**config.mk**
```make
export PLATFORM = sky130hd
export DESIGN_NAME = battery_charge_level_filter_top
export DESIGN_NICKNAME = d
export VERILOG_FILES = /design/src/hw/rtl/bclf_pkg.sv /design/src/hw/rtl/battery_charge_level_filter_top.sv
export SDC_FILE = /design/constraint.sdc
export NUM_CORES = 1
export LEC_CHECK = 0
export BUFFER_PORTS_ARGS = -buffer_cell sky130_fd_sc_hd__buf_2
export CORE_UTILIZATION = 64
export CTS_CLUSTER_DIAMETER = 80
export DETAILED_ROUTE_END_ITERATION = 7
export MAX_ROUTING_LAYER = met4
export PLACE_DENSITY = 0.82
export SLEW_MARGIN = 5
export SYNTH_ARGS = -nofsm -noshare
export SYNTH_HDL_FRONTEND = slang
export SYNTH_SLANG_ARGS = --single-unit
```
**constraint.sdc**
```tcl
create_clock -name clock -period 12.2 [get_ports clock]
set_input_delay 2.44 -clock clock [delete_from_list [all_inputs] [get_ports clock]]
set_output_delay 2.44 -clock clock [all_outputs]
set_load 0.02 [all_outputs]
```
**src/hw/rtl/bclf_pkg.sv**
```systemverilog
// ----------------------------------------------------------------------------
// bclf_pkg - battery charge level filter shared definitions
// Word types, sequencer states, register indexes and the fixed discharge
// curve that maps millivolts to charge percent.
// ----------------------------------------------------------------------------
package bclf_pkg;

   localparam int ADC_BITS      = 14;
   localparam int SAMPLES_MAX   = 64;
   localparam int TABLE_ENTRIES = 21;
   localparam int IDX_W         = $clog2(TABLE_ENTRIES);
   localparam int SUM_W         = 20;
   localparam int VOLT_W        = 17;
   localparam int PCT_W         = 7;
   localparam int MV_W          = 13;
   localparam int RATIO_W       = 4;
   localparam int CREDIT_W      = 4;
   localparam int CSR_IDX_W     = 3;
   localparam int CSR_DATA_W    = 8;

   localparam logic [VOLT_W-1:0]   VOLT_MAX   = '1;
   localparam logic [SUM_W-1:0]    SUM_MAX    = '1;
   localparam logic [CREDIT_W-1:0] CREDIT_MAX = 4'd10;
   localparam logic [PCT_W-1:0]    PCT_RESET  = 7'd50;

   localparam logic [RATIO_W-1:0] DIVIDER_RATIO_RESET      = 4'd2;
   localparam logic [PCT_W-1:0]   LOW_THRESHOLD_RESET      = 7'd20;
   localparam logic [PCT_W-1:0]   CRITICAL_THRESHOLD_RESET = 7'd5;

   // Discharge curve, full charge first
   localparam logic [MV_W-1:0] LUT_MV [TABLE_ENTRIES] = '{
      13'd4200, 13'd4150, 13'd4110, 13'd4080, 13'd4040, 13'd4000, 13'd3960,
      13'd3920, 13'd3880, 13'd3840, 13'd3800, 13'd3760, 13'd3720, 13'd3680,
      13'd3640, 13'd3600, 13'd3560, 13'd3500, 13'd3400, 13'd3250, 13'd3000
   };
   localparam logic [PCT_W-1:0] LUT_PCT [TABLE_ENTRIES] = '{
      7'd100, 7'd95, 7'd90, 7'd85, 7'd80, 7'd75, 7'd70,
      7'd65,  7'd60, 7'd55, 7'd50, 7'd45, 7'd40, 7'd35,
      7'd30,  7'd25, 7'd20, 7'd15, 7'd10, 7'd5,  7'd0
   };

   typedef enum logic [CSR_IDX_W-1:0] {
      CSR_DIVIDER_RATIO      = 3'd0,
      CSR_LOW_THRESHOLD      = 3'd1,
      CSR_CRITICAL_THRESHOLD = 3'd2,
      CSR_SHUTDOWN_ENABLE    = 3'd3
   } csr_index_type;

   typedef enum logic [2:0] {
      ST_IDLE,
      ST_AVG_DIV,
      ST_SCALE,
      ST_SEARCH,
      ST_INTERP_DIV,
      ST_COMMIT
   } state_type;

   typedef struct packed {
      logic                mode;
      logic [ADC_BITS-1:0] adc_millivolts;
      logic                sample_valid;
      logic                last_sample;
      logic                charging;
      logic                charge_done;
   } req_type;

   typedef struct packed {
      logic [PCT_W-1:0]  percent;
      logic [PCT_W-1:0]  raw_percent;
      logic [VOLT_W-1:0] battery_mv;
      logic              battery_low;
      logic              battery_critical;
      logic              low_changed;
      logic              shutdown_request;
      logic              sample_failed;
   } rsp_type;

endpackage

```
**src/hw/rtl/battery_charge_level_filter_top.sv**
```systemverilog
// ----------------------------------------------------------------------------
// battery_charge_level_filter_top - battery charge level filter
// Averages ADC samples over a period, maps the voltage onto the discharge
// curve and filters the resulting charge percent.
// ----------------------------------------------------------------------------
// Usage:
//  - req_ carries one ADC sample word per handshake. Valid samples are summed
//    and counted; a word with last_sample set closes the period.
//  - A word without last_sample is accepted in the idle state and yields no result.
//  - A closing word starts the period-end sequence, during which req_ready is
//    low: the average division (one quotient bit a cycle on the shared
//    restoring divider), the divider-ratio scaling, the curve search (one
//    segment a cycle), the interpolation division (on the same divider,
//    only for a voltage inside a segment) and the commit. A period with no
//    valid sample goes straight to the commit.
//  - rsp_ carries one result word per closed period from an output register.
//    Sample words of the next period are taken while that word waits; only
//    the commit of the next period holds until rsp_ready takes it.
//  - csr_ writes a register by index at any handshake; csr_ready is always
//    high. Unknown indexes are ignored. Write only while the block is idle.
//  - Synchronous reset restores the register defaults, 50 % cached charge,
//    full change credit and an empty accumulator. There is no clearing pass.
// ----------------------------------------------------------------------------
module battery_charge_level_filter_top #(
   parameter int SAMPLES_MAX = bclf_pkg::SAMPLES_MAX
) (
   input  logic                               clock,
   input  logic                               reset,
   input  logic                               req_valid,
   output logic                               req_ready,
   input  bclf_pkg::req_type                  req_data,
   output logic                               rsp_valid,
   input  logic                               rsp_ready,
   output bclf_pkg::rsp_type                  rsp_data,
   input  logic                               csr_valid,
   output logic                               csr_ready,
   input  logic [bclf_pkg::CSR_IDX_W-1:0]     csr_index,
   input  logic [bclf_pkg::CSR_DATA_W-1:0]    csr_wdata
);

   localparam int CNT_W = $clog2(SAMPLES_MAX + 1);
   localparam int DVD_W = bclf_pkg::SUM_W;        // dividend / quotient width
   localparam int DVS_W = bclf_pkg::MV_W;         // divisor / remainder width
   localparam int STEP_W = $clog2(DVD_W);
   localparam int IDX_W = bclf_pkg::IDX_W;
   localparam int PCT_W = bclf_pkg::PCT_W;
   localparam int VOLT_W = bclf_pkg::VOLT_W;
   localparam int MV_W = bclf_pkg::MV_W;
   localparam int LAST = bclf_pkg::TABLE_ENTRIES - 1;

   // ---------------------------------------------------------------- state
   bclf_pkg::state_type state_ff, state_in;

   // configuration registers
   logic [bclf_pkg::RATIO_W-1:0] ratio_ff, ratio_in;
   logic [PCT_W-1:0]             low_thr_ff, low_thr_in;
   logic [PCT_W-1:0]             crit_thr_ff, crit_thr_in;
   logic                         shut_en_ff, shut_en_in;

   // accumulator and cached battery state
   logic [DVD_W-1:0]                sum_ff, sum_in;
   logic [CNT_W-1:0]                cnt_ff, cnt_in;
   logic [PCT_W-1:0]                cpct_ff, cpct_in;
   logic [VOLT_W-1:0]               cvolt_ff, cvolt_in;
   logic [bclf_pkg::CREDIT_W-1:0]   credit_ff, credit_in;
   logic                            low_ff, low_in;
   logic                            crit_ff, crit_in;

   // period-end working registers
   logic                mode_ff, mode_in;
   logic                chg_ff, chg_in;
   logic                done_ff, done_in;
   logic                failed_ff, failed_in;
   logic [VOLT_W-1:0]   volt_ff, volt_in;
   logic [PCT_W-1:0]    raw_ff, raw_in;
   logic [IDX_W-1:0]    idx_ff, idx_in;

   // shared restoring divider
   logic [DVD_W-1:0]    quo_ff, quo_in;
   logic [DVS_W-1:0]    rem_ff, rem_in;
   logic [DVS_W-1:0]    dvs_ff, dvs_in;
   logic [STEP_W-1:0]   step_ff, step_in;

   // output register
   logic                rsp_valid_ff, rsp_valid_in;
   bclf_pkg::rsp_type   rsp_data_ff, rsp_data_in;

   // ---------------------------------------------------------------- helpers
   logic                req_fire;
   logic                commit_ok;
   logic [DVD_W:0]      sum_ext;
   logic [DVD_W-1:0]    sum_acc;
   logic [CNT_W-1:0]    cnt_acc;
   logic                take_sample;

   logic [DVS_W:0]      div_trial;
   logic [DVS_W:0]      div_diff;
   logic                div_bit;
   logic [DVD_W-1:0]    div_quo;
   logic [DVS_W-1:0]    div_rem;
   logic                div_last;

   logic [DVD_W+bclf_pkg::RATIO_W-1:0] scaled;

   logic [IDX_W-1:0]    idx_nxt;
   logic [MV_W-1:0]     seg_hi, seg_lo, seg_range;
   logic [PCT_W-1:0]    pct_hi, pct_lo;
   logic                above_top, below_bottom, in_seg;
   logic [VOLT_W-1:0]   volt_off;
   logic [DVD_W-1:0]    interp_num;

   logic                up_ok;
   logic [PCT_W-1:0]    f_clamp, f_new, diff, act;
   logic [bclf_pkg::CREDIT_W-1:0] credit_inc, credit_new;
   logic [PCT_W+3:0]    used;
   logic                low_new, crit_new;

   assign req_fire  = req_valid && req_ready;
   assign commit_ok = !rsp_valid_ff || rsp_ready;
   assign req_ready = (state_ff == bclf_pkg::ST_IDLE);
   assign csr_ready = 1'b1;
   assign rsp_valid = rsp_valid_ff;
   assign rsp_data  = rsp_data_ff;

   // accumulate a sample, saturating the sum; drop samples past the cap
   assign take_sample = req_data.sample_valid && (cnt_ff < CNT_W'(SAMPLES_MAX));
   assign sum_ext = {1'b0, sum_ff} + (DVD_W+1)'(req_data.adc_millivolts);
   assign sum_acc = !take_sample ? sum_ff :
                    (sum_ext[DVD_W] ? bclf_pkg::SUM_MAX : sum_ext[DVD_W-1:0]);
   assign cnt_acc = take_sample ? cnt_ff + CNT_W'(1) : cnt_ff;

   // one restoring division step: shift in the next dividend bit, subtract
   assign div_trial = {rem_ff, quo_ff[DVD_W-1]};
   assign div_diff  = div_trial - {1'b0, dvs_ff};
   assign div_bit   = !div_diff[DVS_W];
   assign div_quo   = {quo_ff[DVD_W-2:0], div_bit};
   assign div_rem   = div_bit ? div_diff[DVS_W-1:0] : div_trial[DVS_W-1:0];
   assign div_last  = (step_ff == '0);

   // scale the average by the divider ratio
   assign scaled = quo_ff * ratio_ff;

   // curve segment under test
   assign idx_nxt      = idx_ff + IDX_W'(1);
   assign seg_hi       = bclf_pkg::LUT_MV[idx_ff];
   assign seg_lo       = bclf_pkg::LUT_MV[idx_nxt];
   assign pct_hi       = bclf_pkg::LUT_PCT[idx_ff];
   assign pct_lo       = bclf_pkg::LUT_PCT[idx_nxt];
   assign seg_range    = seg_hi - seg_lo;
   assign above_top    = volt_ff >= VOLT_W'(bclf_pkg::LUT_MV[0]);
   assign below_bottom = volt_ff <= VOLT_W'(bclf_pkg::LUT_MV[LAST]);
   assign in_seg       = (volt_ff <= VOLT_W'(seg_hi)) && (volt_ff >= VOLT_W'(seg_lo));
   assign volt_off     = volt_ff - VOLT_W'(seg_lo);
   assign interp_num   = DVD_W'((pct_hi - pct_lo) * volt_off[MV_W-1:0]);

   // periodic filter: direction clamp, then credit limit
   always_comb begin
      up_ok = chg_ff || done_ff;
      if (up_ok && raw_ff < cpct_ff) begin
         f_clamp = cpct_ff;
      end else if (!up_ok && raw_ff > cpct_ff) begin
         f_clamp = cpct_ff;
      end else begin
         f_clamp = raw_ff;
      end
      credit_inc = (credit_ff < bclf_pkg::CREDIT_MAX) ? credit_ff + 4'd1 : credit_ff;
      diff = (f_clamp > cpct_ff) ? f_clamp - cpct_ff : cpct_ff - f_clamp;
      // whole percent allowed is credit / 10, and credit never exceeds 10
      act = (credit_inc >= bclf_pkg::CREDIT_MAX && diff != '0) ? PCT_W'(1) : '0;
      used = (PCT_W+4)'(act) * (PCT_W+4)'(10);
      if (f_clamp == cpct_ff) begin
         f_new      = f_clamp;
         credit_new = credit_inc;
      end else begin
         f_new = (f_clamp > cpct_ff) ? cpct_ff + act : cpct_ff - act;
         credit_new = (used >= (PCT_W+4)'(credit_inc)) ? '0
                    : credit_inc - bclf_pkg::CREDIT_W'(used);
      end
      low_new  = f_new <= low_thr_ff;
      crit_new = f_new <= crit_thr_ff;
   end

   // ---------------------------------------------------------------- next state
   always_comb begin
      state_in = state_ff;
      unique case (state_ff)
         bclf_pkg::ST_IDLE: begin
            if (req_fire && req_data.last_sample) begin
               state_in = (cnt_acc == '0) ? bclf_pkg::ST_COMMIT : bclf_pkg::ST_AVG_DIV;
            end
         end
         bclf_pkg::ST_AVG_DIV: begin
            if (div_last) begin
               state_in = bclf_pkg::ST_SCALE;
            end
         end
         bclf_pkg::ST_SCALE: begin
            state_in = bclf_pkg::ST_SEARCH;
         end
         bclf_pkg::ST_SEARCH: begin
            if (above_top || below_bottom || (in_seg && seg_range == '0)) begin
               state_in = bclf_pkg::ST_COMMIT;
            end else if (in_seg) begin
               state_in = bclf_pkg::ST_INTERP_DIV;
            end
         end
         bclf_pkg::ST_INTERP_DIV: begin
            if (div_last) begin
               state_in = bclf_pkg::ST_COMMIT;
            end
         end
         bclf_pkg::ST_COMMIT: begin
            if (commit_ok) begin
               state_in = bclf_pkg::ST_IDLE;
            end
         end
         default: state_in = bclf_pkg::ST_IDLE;
      endcase
   end

   // ---------------------------------------------------------------- datapath
   always_comb begin
      ratio_in     = ratio_ff;
      low_thr_in   = low_thr_ff;
      crit_thr_in  = crit_thr_ff;
      shut_en_in   = shut_en_ff;
      sum_in       = sum_ff;
      cnt_in       = cnt_ff;
      cpct_in      = cpct_ff;
      cvolt_in     = cvolt_ff;
      credit_in    = credit_ff;
      low_in       = low_ff;
      crit_in      = crit_ff;
      mode_in      = mode_ff;
      chg_in       = chg_ff;
      done_in      = done_ff;
      failed_in    = failed_ff;
      volt_in      = volt_ff;
      raw_in       = raw_ff;
      idx_in       = idx_ff;
      quo_in       = quo_ff;
      rem_in       = rem_ff;
      dvs_in       = dvs_ff;
      step_in      = step_ff;
      rsp_valid_in = rsp_valid_ff && !rsp_ready;
      rsp_data_in  = rsp_data_ff;

      // register writes
      if (csr_valid) begin
         unique case (csr_index)
            bclf_pkg::CSR_DIVIDER_RATIO:
               ratio_in = csr_wdata[bclf_pkg::RATIO_W-1:0];
            bclf_pkg::CSR_LOW_THRESHOLD:
               low_thr_in = csr_wdata[PCT_W-1:0];
            bclf_pkg::CSR_CRITICAL_THRESHOLD:
               crit_thr_in = csr_wdata[PCT_W-1:0];
            bclf_pkg::CSR_SHUTDOWN_ENABLE:
               shut_en_in = csr_wdata[0];
            default: ;
         endcase
      end

      unique case (state_ff)
         bclf_pkg::ST_IDLE: begin
            if (req_fire) begin
               sum_in = sum_acc;
               cnt_in = cnt_acc;
               if (req_data.last_sample) begin
                  // latch the period status, hand the sum to the divider,
                  // and clear the accumulator for the next period
                  mode_in   = req_data.mode;
                  chg_in    = req_data.charging;
                  done_in   = req_data.charge_done;
                  failed_in = (cnt_acc == '0);
                  raw_in    = '0;
                  idx_in    = '0;
                  quo_in    = sum_acc;
                  rem_in    = '0;
                  dvs_in    = {{(DVS_W-CNT_W){1'b0}}, cnt_acc};
                  step_in   = STEP_W'(DVD_W - 1);
                  sum_in    = '0;
                  cnt_in    = '0;
               end
            end
         end
         bclf_pkg::ST_AVG_DIV: begin
            quo_in  = div_quo;
            rem_in  = div_rem;
            step_in = step_ff - STEP_W'(1);
         end
         bclf_pkg::ST_SCALE: begin
            volt_in = (scaled > ($bits(scaled))'(bclf_pkg::VOLT_MAX))
                    ? bclf_pkg::VOLT_MAX : scaled[VOLT_W-1:0];
         end
         bclf_pkg::ST_SEARCH: begin
            if (above_top) begin
               raw_in = bclf_pkg::LUT_PCT[0];
            end else if (below_bottom) begin
               raw_in = bclf_pkg::LUT_PCT[LAST];
            end else if (in_seg) begin
               if (seg_range == '0) begin
                  raw_in = pct_hi;
               end else begin
                  quo_in  = interp_num;
                  rem_in  = '0;
                  dvs_in  = seg_range;
                  step_in = STEP_W'(DVD_W - 1);
               end
            end else begin
               idx_in = idx_nxt;
            end
         end
         bclf_pkg::ST_INTERP_DIV: begin
            quo_in  = div_quo;
            rem_in  = div_rem;
            step_in = step_ff - STEP_W'(1);
            if (div_last) begin
               raw_in = pct_lo + div_quo[PCT_W-1:0];
            end
         end
         bclf_pkg::ST_COMMIT: begin
            // hold until the previous result word has left
            if (commit_ok) begin
               rsp_valid_in                 = 1'b1;
               rsp_data_in.raw_percent      = raw_ff;
               rsp_data_in.sample_failed    = failed_ff;
               rsp_data_in.low_changed      = 1'b0;
               rsp_data_in.shutdown_request = 1'b0;
               rsp_data_in.percent          = cpct_ff;
               rsp_data_in.battery_mv       = cvolt_ff;
               rsp_data_in.battery_low      = low_ff;
               rsp_data_in.battery_critical = crit_ff;
               if (!failed_ff && mode_ff) begin
                  // initial load: take the curve value as is
                  cvolt_in                = volt_ff;
                  cpct_in                 = raw_ff;
                  credit_in               = bclf_pkg::CREDIT_MAX;
                  rsp_data_in.percent     = raw_ff;
                  rsp_data_in.battery_mv  = volt_ff;
               end else if (!failed_ff) begin
                  cvolt_in  = volt_ff;
                  cpct_in   = f_new;
                  credit_in = credit_new;
                  low_in    = low_new;
                  crit_in   = crit_new;
                  rsp_data_in.percent          = f_new;
                  rsp_data_in.battery_mv       = volt_ff;
                  rsp_data_in.battery_low      = low_new;
                  rsp_data_in.battery_critical = crit_new;
                  rsp_data_in.low_changed      = low_new != low_ff;
                  rsp_data_in.shutdown_request = crit_new && !chg_ff && shut_en_ff;
               end
            end
         end
         default: ;
      endcase
   end

   // ---------------------------------------------------------------- registers
   always_ff @(posedge clock) begin
      if (reset) begin
         state_ff     <= bclf_pkg::ST_IDLE;
         ratio_ff     <= bclf_pkg::DIVIDER_RATIO_RESET;
         low_thr_ff   <= bclf_pkg::LOW_THRESHOLD_RESET;
         crit_thr_ff  <= bclf_pkg::CRITICAL_THRESHOLD_RESET;
         shut_en_ff   <= 1'b0;
         sum_ff       <= '0;
         cnt_ff       <= '0;
         cpct_ff      <= bclf_pkg::PCT_RESET;
         cvolt_ff     <= '0;
         credit_ff    <= bclf_pkg::CREDIT_MAX;
         low_ff       <= 1'b0;
         crit_ff      <= 1'b0;
         rsp_valid_ff <= 1'b0;
      end else begin
         state_ff     <= state_in;
         ratio_ff     <= ratio_in;
         low_thr_ff   <= low_thr_in;
         crit_thr_ff  <= crit_thr_in;
         shut_en_ff   <= shut_en_in;
         sum_ff       <= sum_in;
         cnt_ff       <= cnt_in;
         cpct_ff      <= cpct_in;
         cvolt_ff     <= cvolt_in;
         credit_ff    <= credit_in;
         low_ff       <= low_in;
         crit_ff      <= crit_in;
         rsp_valid_ff <= rsp_valid_in;
      end
   end

   // payload registers, no reset
   always_ff @(posedge clock) begin
      mode_ff     <= mode_in;
      chg_ff      <= chg_in;
      done_ff     <= done_in;
      failed_ff   <= failed_in;
      volt_ff     <= volt_in;
      raw_ff      <= raw_in;
      idx_ff      <= idx_in;
      quo_ff      <= quo_in;
      rem_ff      <= rem_in;
      dvs_ff      <= dvs_in;
      step_ff     <= step_in;
      rsp_data_ff <= rsp_data_in;
   end

endmodule

```
==> results of run 1 <==
## worst min-delay path by stage
stage	cells past startpoint	to	slack (ps)	start
final	2	cvolt_ff[8]	460	cvolt_ff[8]
after detailed placement	2	cvolt_ff[13]	440	cvolt_ff[13]
after floorplan	0	rsp_data[0]	420	failed_ff
after CTS	2	cvolt_ff[13]	460	cvolt_ff[13]
after global routing	2	cvolt_ff[7]	480	cvolt_ff[7]
after global placement	2	cvolt_ff[7]	440	cvolt_ff[7]
## cells by family after synthesis
| family | after synthesis | synth area share |
|---|---|---|
| DFF | 200 | 0.2678 |
| and+or+nand+nor | 746 | 0.1810 |
| buffers and inverters | 316 | 0.06180 |
| xor gates and xnor gates | 109 | 0.04911 |
| adders and majority gates | 317 | 0.2465 |
| other | 1 | 0.0001929 |
| muxes | 45 | 0.02575 |
| AOI/OAI and AO/OA | 506 | 0.1678 |
## tightest hold or removal path, delay by kind of cell (launching register included)
family / cells / cell delay, ps
flops: 1 / 320
simple gates: 1 / 50
compound gates: 1 / 50
## registers in the layout (all words and copies together) (netlist names), 3 cells and up
| name | cells |
|---|---|
| cnt_ff | 7 |
| cpct_ff | 7 |
| credit_ff | 4 |
| crit_thr_ff | 7 |
| cvolt_ff | 17 |
| dvs_ff | 13 |
| idx_ff | 5 |
| low_thr_ff | 7 |
| quo_ff | 20 |
| ratio_ff | 4 |
| raw_ff | 7 |
| rem_ff | 13 |
| rsp_data | 36 |
| state_ff | 3 |
| step_ff | 5 |
| sum_ff | 20 |
| volt_ff | 17 |
## through the flow
stage | hold WS [ps] | cells
finish | 456.2 | 2667
global route | 482.2 | 2667
CTS | 456.8 | 2667
detailed placement | 444.1 | 2635
global placement | 438.0 | 2635
floorplan | 424.4 | 2240
## cell usage after synthesis (35+ instances only)
library cell  instances  area [µm²]
nor3_1               45       225.2
inv_1               227       852.1
a21o_1               40       300.3
nand3_1              39       195.2
and2_1               48       300.3
nand2b_1             35       219.0
ha_1                207        2590
nand2_1             224       840.8
o21ai_0              78       390.4
xnor2_1              74       648.1
nor2_1              226       848.3
fa_1                110        2202
clkbuf_1             77       289.0
xor2_1               35       306.5
dfxtp_1              80        1602
a21oi_1             155       775.7
edfxtp_1            120        3603
## metal layers
layer,global-route usage,wire (µm)
met3,0.06051,3839
met1,0.4271,20980
met2,0.5523,23540
met4,0.1435,1942
met5,-,0
## cell type report
cell class / instances / area share
clock buffer: 18 / 0.02170
clock inverter: 14 / 0.008799
inverter: 231 / 0.04177
multi-input combinational: 1724 / 0.6295
sequential: 200 / 0.2507
tap: 390 / 0.02351
timing repair buffer: 90 / 0.02399
==> results.py, run 1 <==
metrics = {
    "placed_design": {
        "hpwl_um": 38340,
        "place_area_mm2": 0.02013,
        "pre_cts_slack_ps": 2393,
        "gp_congestion": 0.9833,
        "port_buffers": 71,
    },
    "routing": {
        "wl_per_cell_um": 18.86,
        "drcViolationCount": 0,
        "wirelength_um": 50300,
        "vias": 16550,
        "drt-vias-per-instance": 6.207,
        "drtPass1Iterations": 5,
        "drt_iter0_markers": 1468,
        "ant_nets": 0,
    },
    "sta": {
        "relSlewSlack": 0.1607,
        "grt_setup_unrepaired": "no",
        "tns_ps": 0,
        "skew_ps": 12.04,
        "max_freq_ghz": 0.09995,
        "worst_slack_ps": 2195,
        "fin_crit_ps": 10000,
        "setup_viol": 0,
        "fin_crit_sh": 0.8201,
        "tightestPinTransition_ps": 1259,
        "hold_violations": 0,
        "maxSlewViolCount": 0,
    },
    "die": {
        "die_w_um": 176.3,
        "rows": 63,
        "start_util": 0.6523,
        "die_area_mm2": 0.03107,
        "fp.coreArea_mm2": 0.02980,
        "die-height_um": 176.3,
        "io-pin-count": 74,
    },
    "clock_network": {
        "clock-sinks": 200,
        "post_cts_buffers": 0,
        "postCtsResizedCells": 0,
        "cts_root_buf": "clkbuf_16",
        "cts_tree": "built",
        "cts.htree.levels": 4,
        "clk_pin_slew_worst_paths_ps": 90,
        "insertion_delay_ps": 470,
        "numCtsBuffers": 17,
        "postCtsHoldBufs": 0,
        "clockBufferDepth": 2,
    },
    "logic_synthesis": {
        "ys_types": 87,
        "synth-seq-cells": 200,
        "synth-edff-count": 120,
        "ys_seq_area_frac": 0.2678,
        "yosysWarnings": 0,
        "syn_area_mm2": 0.01944,
        "synth_ff_type": "edfxtp_1",
        "synthCells": 2240,
        "async_reset_ff_frac": 0,
        "synth_fp_nets": 2592,
        "syn_area_per_cell_um2": 8.677,
    },
    "flow_run": {
        "drv_cap": 0,
    },
    "layout": {
        "n_antenna_cell": 0,
        "final_cell_mix": "227 x inv_1, 225 x nor2_1, 224 x nand2_1",
        "num-fill-cells": 2309,
        "multi_input_area_mm2": 0.01307,
        "layout-drive-gt1-share": 0.07905,
        "seqCellArea_mm2": 0.005205,
        "final_common_cell": "inv_1",
        "syn_to_final_growth_pct": 6.804,
        "fin_area_mm2": 0.02076,
        "finalCoreUtilization": 0.6967,
        "layout.nets": 2616,
    },
    "setup_path": {
        "worstPathMaxFanout": 25,
        "r2r_cells": 31,
        "crit_required_ps": 12400,
        "crit_buf_inv": 4,
        "startpoint_type": "register",
        "cpMostUsedCell": "a21oi_1",
        "crit_type": "reg2reg",
        "cp_slowest_stage_delay_ps": 940,
        "crit_family": "adder cells",
        "rr_endpoint": "quo_ff[19]",
        "reg2reg_slack_ps": 2200,
        "r2r_start": "idx_ff[2]",
        "crit_arrival_ps": 10200,
        "crit_path_end": "quo_ff[19]",
        "cp-startpoint": "idx_ff[2]",
        "path_depth": 31,
        "endpoint_kind": "register",
        "critical_path.slowest_cell": "ha_1",
    },
    "grt": {
        "grtUsageTotal": 0.3436,
        "grt_pass1_wl_um": 81450,
        "grt_overflow": 0,
        "antenna_found_initial": 1,
        "grt_max_degree": 66,
        "grt_pass1_vias": 16240,
    },
    "run_status": {
        "status": "completed",
    },
    "min_path": {
        "min_path_type": "reg2reg",
    },
}
Power of run 1 is not shown: default switching activity piles up to over one toggle a cycle in this logic, so the estimate is an artifact.
==> inputs of run 2 (changes only) <==
==> constraint.sdc (replaced) <==
create_clock -name clock -period 9.3 [get_ports clock]
set_input_delay 1.86 -clock clock [delete_from_list [all_inputs] [get_ports clock]]
set_output_delay 1.86 -clock clock [all_outputs]
set_load 0.02 [all_outputs]
==> results.py, run 2 (synthesis gave the netlist of run 1 again) <==
metrics = {
    "run_status": {
        "status": "completed",
    },
    "routing": {
        "drcViolationCount": 0,
        "vias": 16530,
        "wl_per_cell_um": 18.83,
        "drtPass1Iterations": 6,
        "wirelength_um": 50630,
        "ant_nets": 0,
        "drt-vias-per-instance": 6.148,
        "drt_iter0_markers": 1312,
    },
    "layout": {
        "layout-drive-gt1-share": 0.08877,
        "final_common_cell": "inv_1",
        "seqCellArea_mm2": 0.005205,
        "multi_input_area_mm2": 0.01308,
        "syn_to_final_growth_pct": 7.557,
        "layout.cells.non_filler": 2689,
        "final_cell_mix": "227 x inv_1, 225 x nor2_1, 224 x nand2_1",
        "layout.nets": 2637,
        "num-fill-cells": 2393,
        "largest_register_ffs": 36,
    },
    "die": {
        "die_w_um": 176.3,
        "die-height_um": 176.3,
        "io-pin-count": 74,
        "rows": 63,
        "start_util": 0.6523,
        "die_area_mm2": 0.03107,
        "fp.coreArea_mm2": 0.02980,
    },
    "sta": {
        "hold_violations": 0,
        "setup_viol": 0,
        "grt_setup_unrepaired": "no",
        "fin_crit_ps": 8993,
        "maxSlewViolCount": 0,
        "worst_slack_ps": 306.6,
        "skew_ps": 15.43,
        "tightestPinTransition_ps": 1256,
        "fin_crit_sh": 0.9670,
        "tns_ps": 0,
        "relSlewSlack": 0.1551,
        "max_freq_ghz": 0.1112,
    },
    "setup_path": {
        "startpoint_type": "register",
        "r2r_cells": 29,
        "critical_path.slowest_cell": "o21ai_1",
        "reg2reg_slack_ps": 310,
        "crit_arrival_ps": 9190,
        "crit_type": "reg2reg",
        "crit_required_ps": 9500,
        "endpoint_kind": "register",
        "cp_slowest_stage_delay_ps": 660,
        "worstPathMaxFanout": 11,
    },
    "clock_network": {
        "clockBufferDepth": 2,
        "cts_root_buf": "clkbuf_16",
        "cts.htree.levels": 4,
        "clock-sinks": 200,
        "postCtsHoldBufs": 0,
        "cts_tree": "built",
        "insertion_delay_ps": 470,
        "numCtsBuffers": 17,
        "clk_pin_slew_worst_paths_ps": 80,
    },
    "placed_design": {
        "hpwl_um": 38850,
        "port_buffers": 71,
        "pre_cts_slack_ps": 333.7,
        "gp_congestion": 1.021,
        "place_inst": 2654,
    },
    "grt": {
        "grt_overflow": 0,
        "grt_pass1_wl_um": 81640,
        "grt_max_degree": 66,
        "antenna_found_initial": 1,
        "grt_pass1_vias": 16130,
        "grtUsageTotal": 0.3467,
    },
    "min_path": {
        "hold_depth": 2,
        "min_path_type": "reg2reg",
    },
    "flow_run": {
        "drv_cap": 0,
    },
}
## run 2: changes by cell type in the layout (fill, tap and decap cells not counted), sizes merged
cell and delta:
buf +21, clkbuf +1, inv -2, diode +1, clkinvlp +1
## run 2: metal layers
| metal | up-vias | GRT usage | wire length (µm) |
|---|---|---|---|
| li1 | 7835 | - | - |
| met1 | 8007 | 0.4264 | 21050 |
| met2 | 577 | 0.5513 | 23820 |
| met3 | 112 | 0.06977 | 3721 |
| met4 | 0 | 0.1547 | 2035 |
| met5 | - | - | 0 |
## run 2: what timing repair did
action | in CTS | in global routing
resized for setup | 0 | 3
endpoints found under the setup margin | 0 | 2
buffers inserted | 0 | 2
endpoints found under the hold margin | 0 | 0
## run 2: cell type report
class                           count  share of cell area
Antenna cell                        1           0.0001197
Clock buffer                       19             0.02178
Clock inverter                     13            0.007122
Inverter                          231             0.04165
Multi-Input combinational cell   1724              0.6256
Sequential cell                   200              0.2490
Tap cell                          390             0.02334
Timing Repair Buffer              111             0.03136
## run 2: metrics by stage
step                      area, µm²  hold WS, ps    util
final                         20910        456.7  0.7016
after global routing          20910        476.3  0.7016
after CTS                     20870        456.1  0.7006
after detailed placement      20270        444.1  0.6803
after global placement        20270        439.0  0.6803
after floorplan               19440        424.4       -
## run 2: path summary, 6_finish.rpt
path / start / to
min reg2reg: cvolt_ff[14] / cvolt_ff[14]
max: idx_ff[0] / quo_ff[19]
min: cvolt_ff[14] / cvolt_ff[14]
max reg2reg: idx_ff[0] / quo_ff[19]
## run 2: critical path, delay by kind of cell, from the launching register on
family	cells	cell delay, ps
AOI/OAI and AO/OA	10	2580
xor gates and xnor gates	1	200
adders and majority gates	7	3240
buffers and inverters	6	820
DFF	1	390
muxes	1	460
and+or+nand+nor	4	1050
Power of run 2 is left out for the same reason.
==> inputs of run 3 (changes only) <==
==> constraint.sdc (replaced) <==
create_clock -name clock -period 9.49 [get_ports clock]
set_input_delay 1.898 -clock clock [delete_from_list [all_inputs] [get_ports clock]]
set_output_delay 1.898 -clock clock [all_outputs]
set_load 0.02 [all_outputs]
==> results.py, run 3 (synthesis gave the netlist of run 1 again) <==
metrics = {
    "run_status": {
        "status": "completed",
    },
    "clock_network": {
        "clock-sinks": 200,
        "postCtsResizedCells": 0,
        "cts_tree": "built",
        "clk_pin_slew_worst_paths_ps": 80,
        "cts_root_buf": "clkbuf_16",
        "insertion_delay_ps": 480,
        "post_cts_buffers": 0,
        "cts.htree.levels": 4,
        "postCtsHoldBufs": 0,
        "numCtsBuffers": 17,
        "clockBufferDepth": 2,
    },
    "die": {
        "die_area_mm2": 0.03107,
        "rows": 63,
        "start_util": 0.6523,
        "fp.coreArea_mm2": 0.02980,
        "die-height_um": 176.3,
        "io-pin-count": 74,
        "die_w_um": 176.3,
    },
    "min_path": {
        "hold_depth": 2,
        "holdPathEnd": "cvolt_ff[6]",
        "hp-start": "cvolt_ff[6]",
        "min_path_type": "reg2reg",
    },
    "setup_path": {
        "crit_arrival_ps": 9180,
        "cp_slowest_stage_delay_ps": 670,
        "reg2reg_slack_ps": 510,
        "crit_type": "reg2reg",
        "worstPathMaxFanout": 8,
        "endpoint_kind": "register",
        "r2r_start": "idx_ff[0]",
        "rr_endpoint": "quo_ff[19]",
        "cpMostUsedCell": "fa_1",
        "crit_required_ps": 9690,
        "startpoint_type": "register",
        "critical_path.slowest_cell": "xor2_1",
        "r2r_cells": 29,
    },
    "sta": {
        "tns_ps": 0,
        "maxSlewViolCount": 0,
        "grt_setup_unrepaired": "no",
        "max_freq_ghz": 0.1113,
        "worst_slack_ps": 508.5,
        "fin_crit_ps": 8981,
        "setup_viol": 0,
        "relSlewSlack": 0.1629,
        "fin_crit_sh": 0.9464,
        "skew_ps": 14.54,
        "hold_violations": 0,
        "tightestPinTransition_ps": 1253,
    },
    "layout": {
        "final_common_cell": "inv_1",
        "finalCoreUtilization": 0.6992,
        "final_cell_mix": "227 x inv_1, 225 x nor2_1, 224 x nand2_1",
        "largest_register_ffs": 36,
        "layout-drive-gt1-share": 0.08432,
        "layout.nets": 2628,
        "fin_area_mm2": 0.02083,
        "n_antenna_cell": 0,
        "syn_to_final_growth_pct": 7.177,
    },
    "routing": {
        "wirelength_um": 51220,
        "drt_iter0_markers": 1209,
        "ant_nets": 0,
        "wl_per_cell_um": 19.12,
        "drt-vias-per-instance": 6.193,
        "drcViolationCount": 0,
        "vias": 16590,
        "drtPass1Iterations": 6,
    },
    "grt": {
        "grt_pass1_vias": 16440,
        "grtUsageTotal": 0.3502,
        "grt_overflow": 0,
        "antenna_found_initial": 0,
        "grt_pass1_wl_um": 82870,
        "grt_max_degree": 66,
    },
    "placed_design": {
        "gp_congestion": 0.9898,
        "place_area_mm2": 0.02022,
        "pre_cts_slack_ps": 623.9,
        "hpwl_um": 39340,
        "port_buffers": 71,
    },
    "flow_run": {
        "drv_cap": 0,
    },
}
run 3: changes by cell type in the layout (fill, tap and decap cells not counted), moves of 2 or more:
cell and delta:
inv_12 +3, clkinv_4 -2, clkinv_8 -2, buf_4 -9
inv_8 +4
run 3: worst max path at each step:
stage	slack, ps	cells after the start	end	from
detailed placement	620	30	quo_ff[19]	idx_ff[0]
global placement	880	30	quo_ff[19]	idx_ff[0]
finish	510	29	quo_ff[19]	idx_ff[0]
global route	20	32	quo_ff[19]	idx_ff[0]
CTS	580	30	quo_ff[19]	idx_ff[0]
floorplan	850	16	quo_ff[0]	idx_ff[2]
run 3: routing by layer:
metal	GRT usage	vias to the layer above	routed length, µm
li1	-	7822	-
met2	0.5804	583	24840
met3	0.05900	106	3326
met4	0.1362	0	1671
met5	-	-	0
met1	0.4258	8079	21380
run 3: cell type report:
| type | instances | area, µm² |
|---|---|---|
| repair buffers | 102 | 588.1 |
| fillers | 2398 | 8964 |
| multi-input cells | 1724 | 13080 |
| well taps | 390 | 488.0 |
| clock buffers | 17 | 425.4 |
| flip-flops and latches | 200 | 5205 |
| inverters | 231 | 867.1 |
| clock inverters | 15 | 182.7 |
run 3: through the flow:
| stage | hold WS, ps | std cells |
|---|---|---|
| 6_report | 460.2 | 2679 |
| 2_1_floorplan | 424.4 | 2240 |
| 4_1_cts | 459.3 | 2679 |
| 3_5_place_dp | 446.8 | 2647 |
| 5_1_grt | 480.2 | 2679 |
| 3_3_place_gp | 438.0 | 2647 |
run 3: worst max-delay path, delay by kind of cell (launching register included):
family                     cells  cell delay (ps)
adders and majority gates      7             3210
AOI/OAI and AO/OA              9             2390
and+or+nand+nor                8             1510
xor gates and xnor gates       3             1090
DFF                            1              370
buffers and inverters          2              120
Power of run 3 is left out for the same reason.
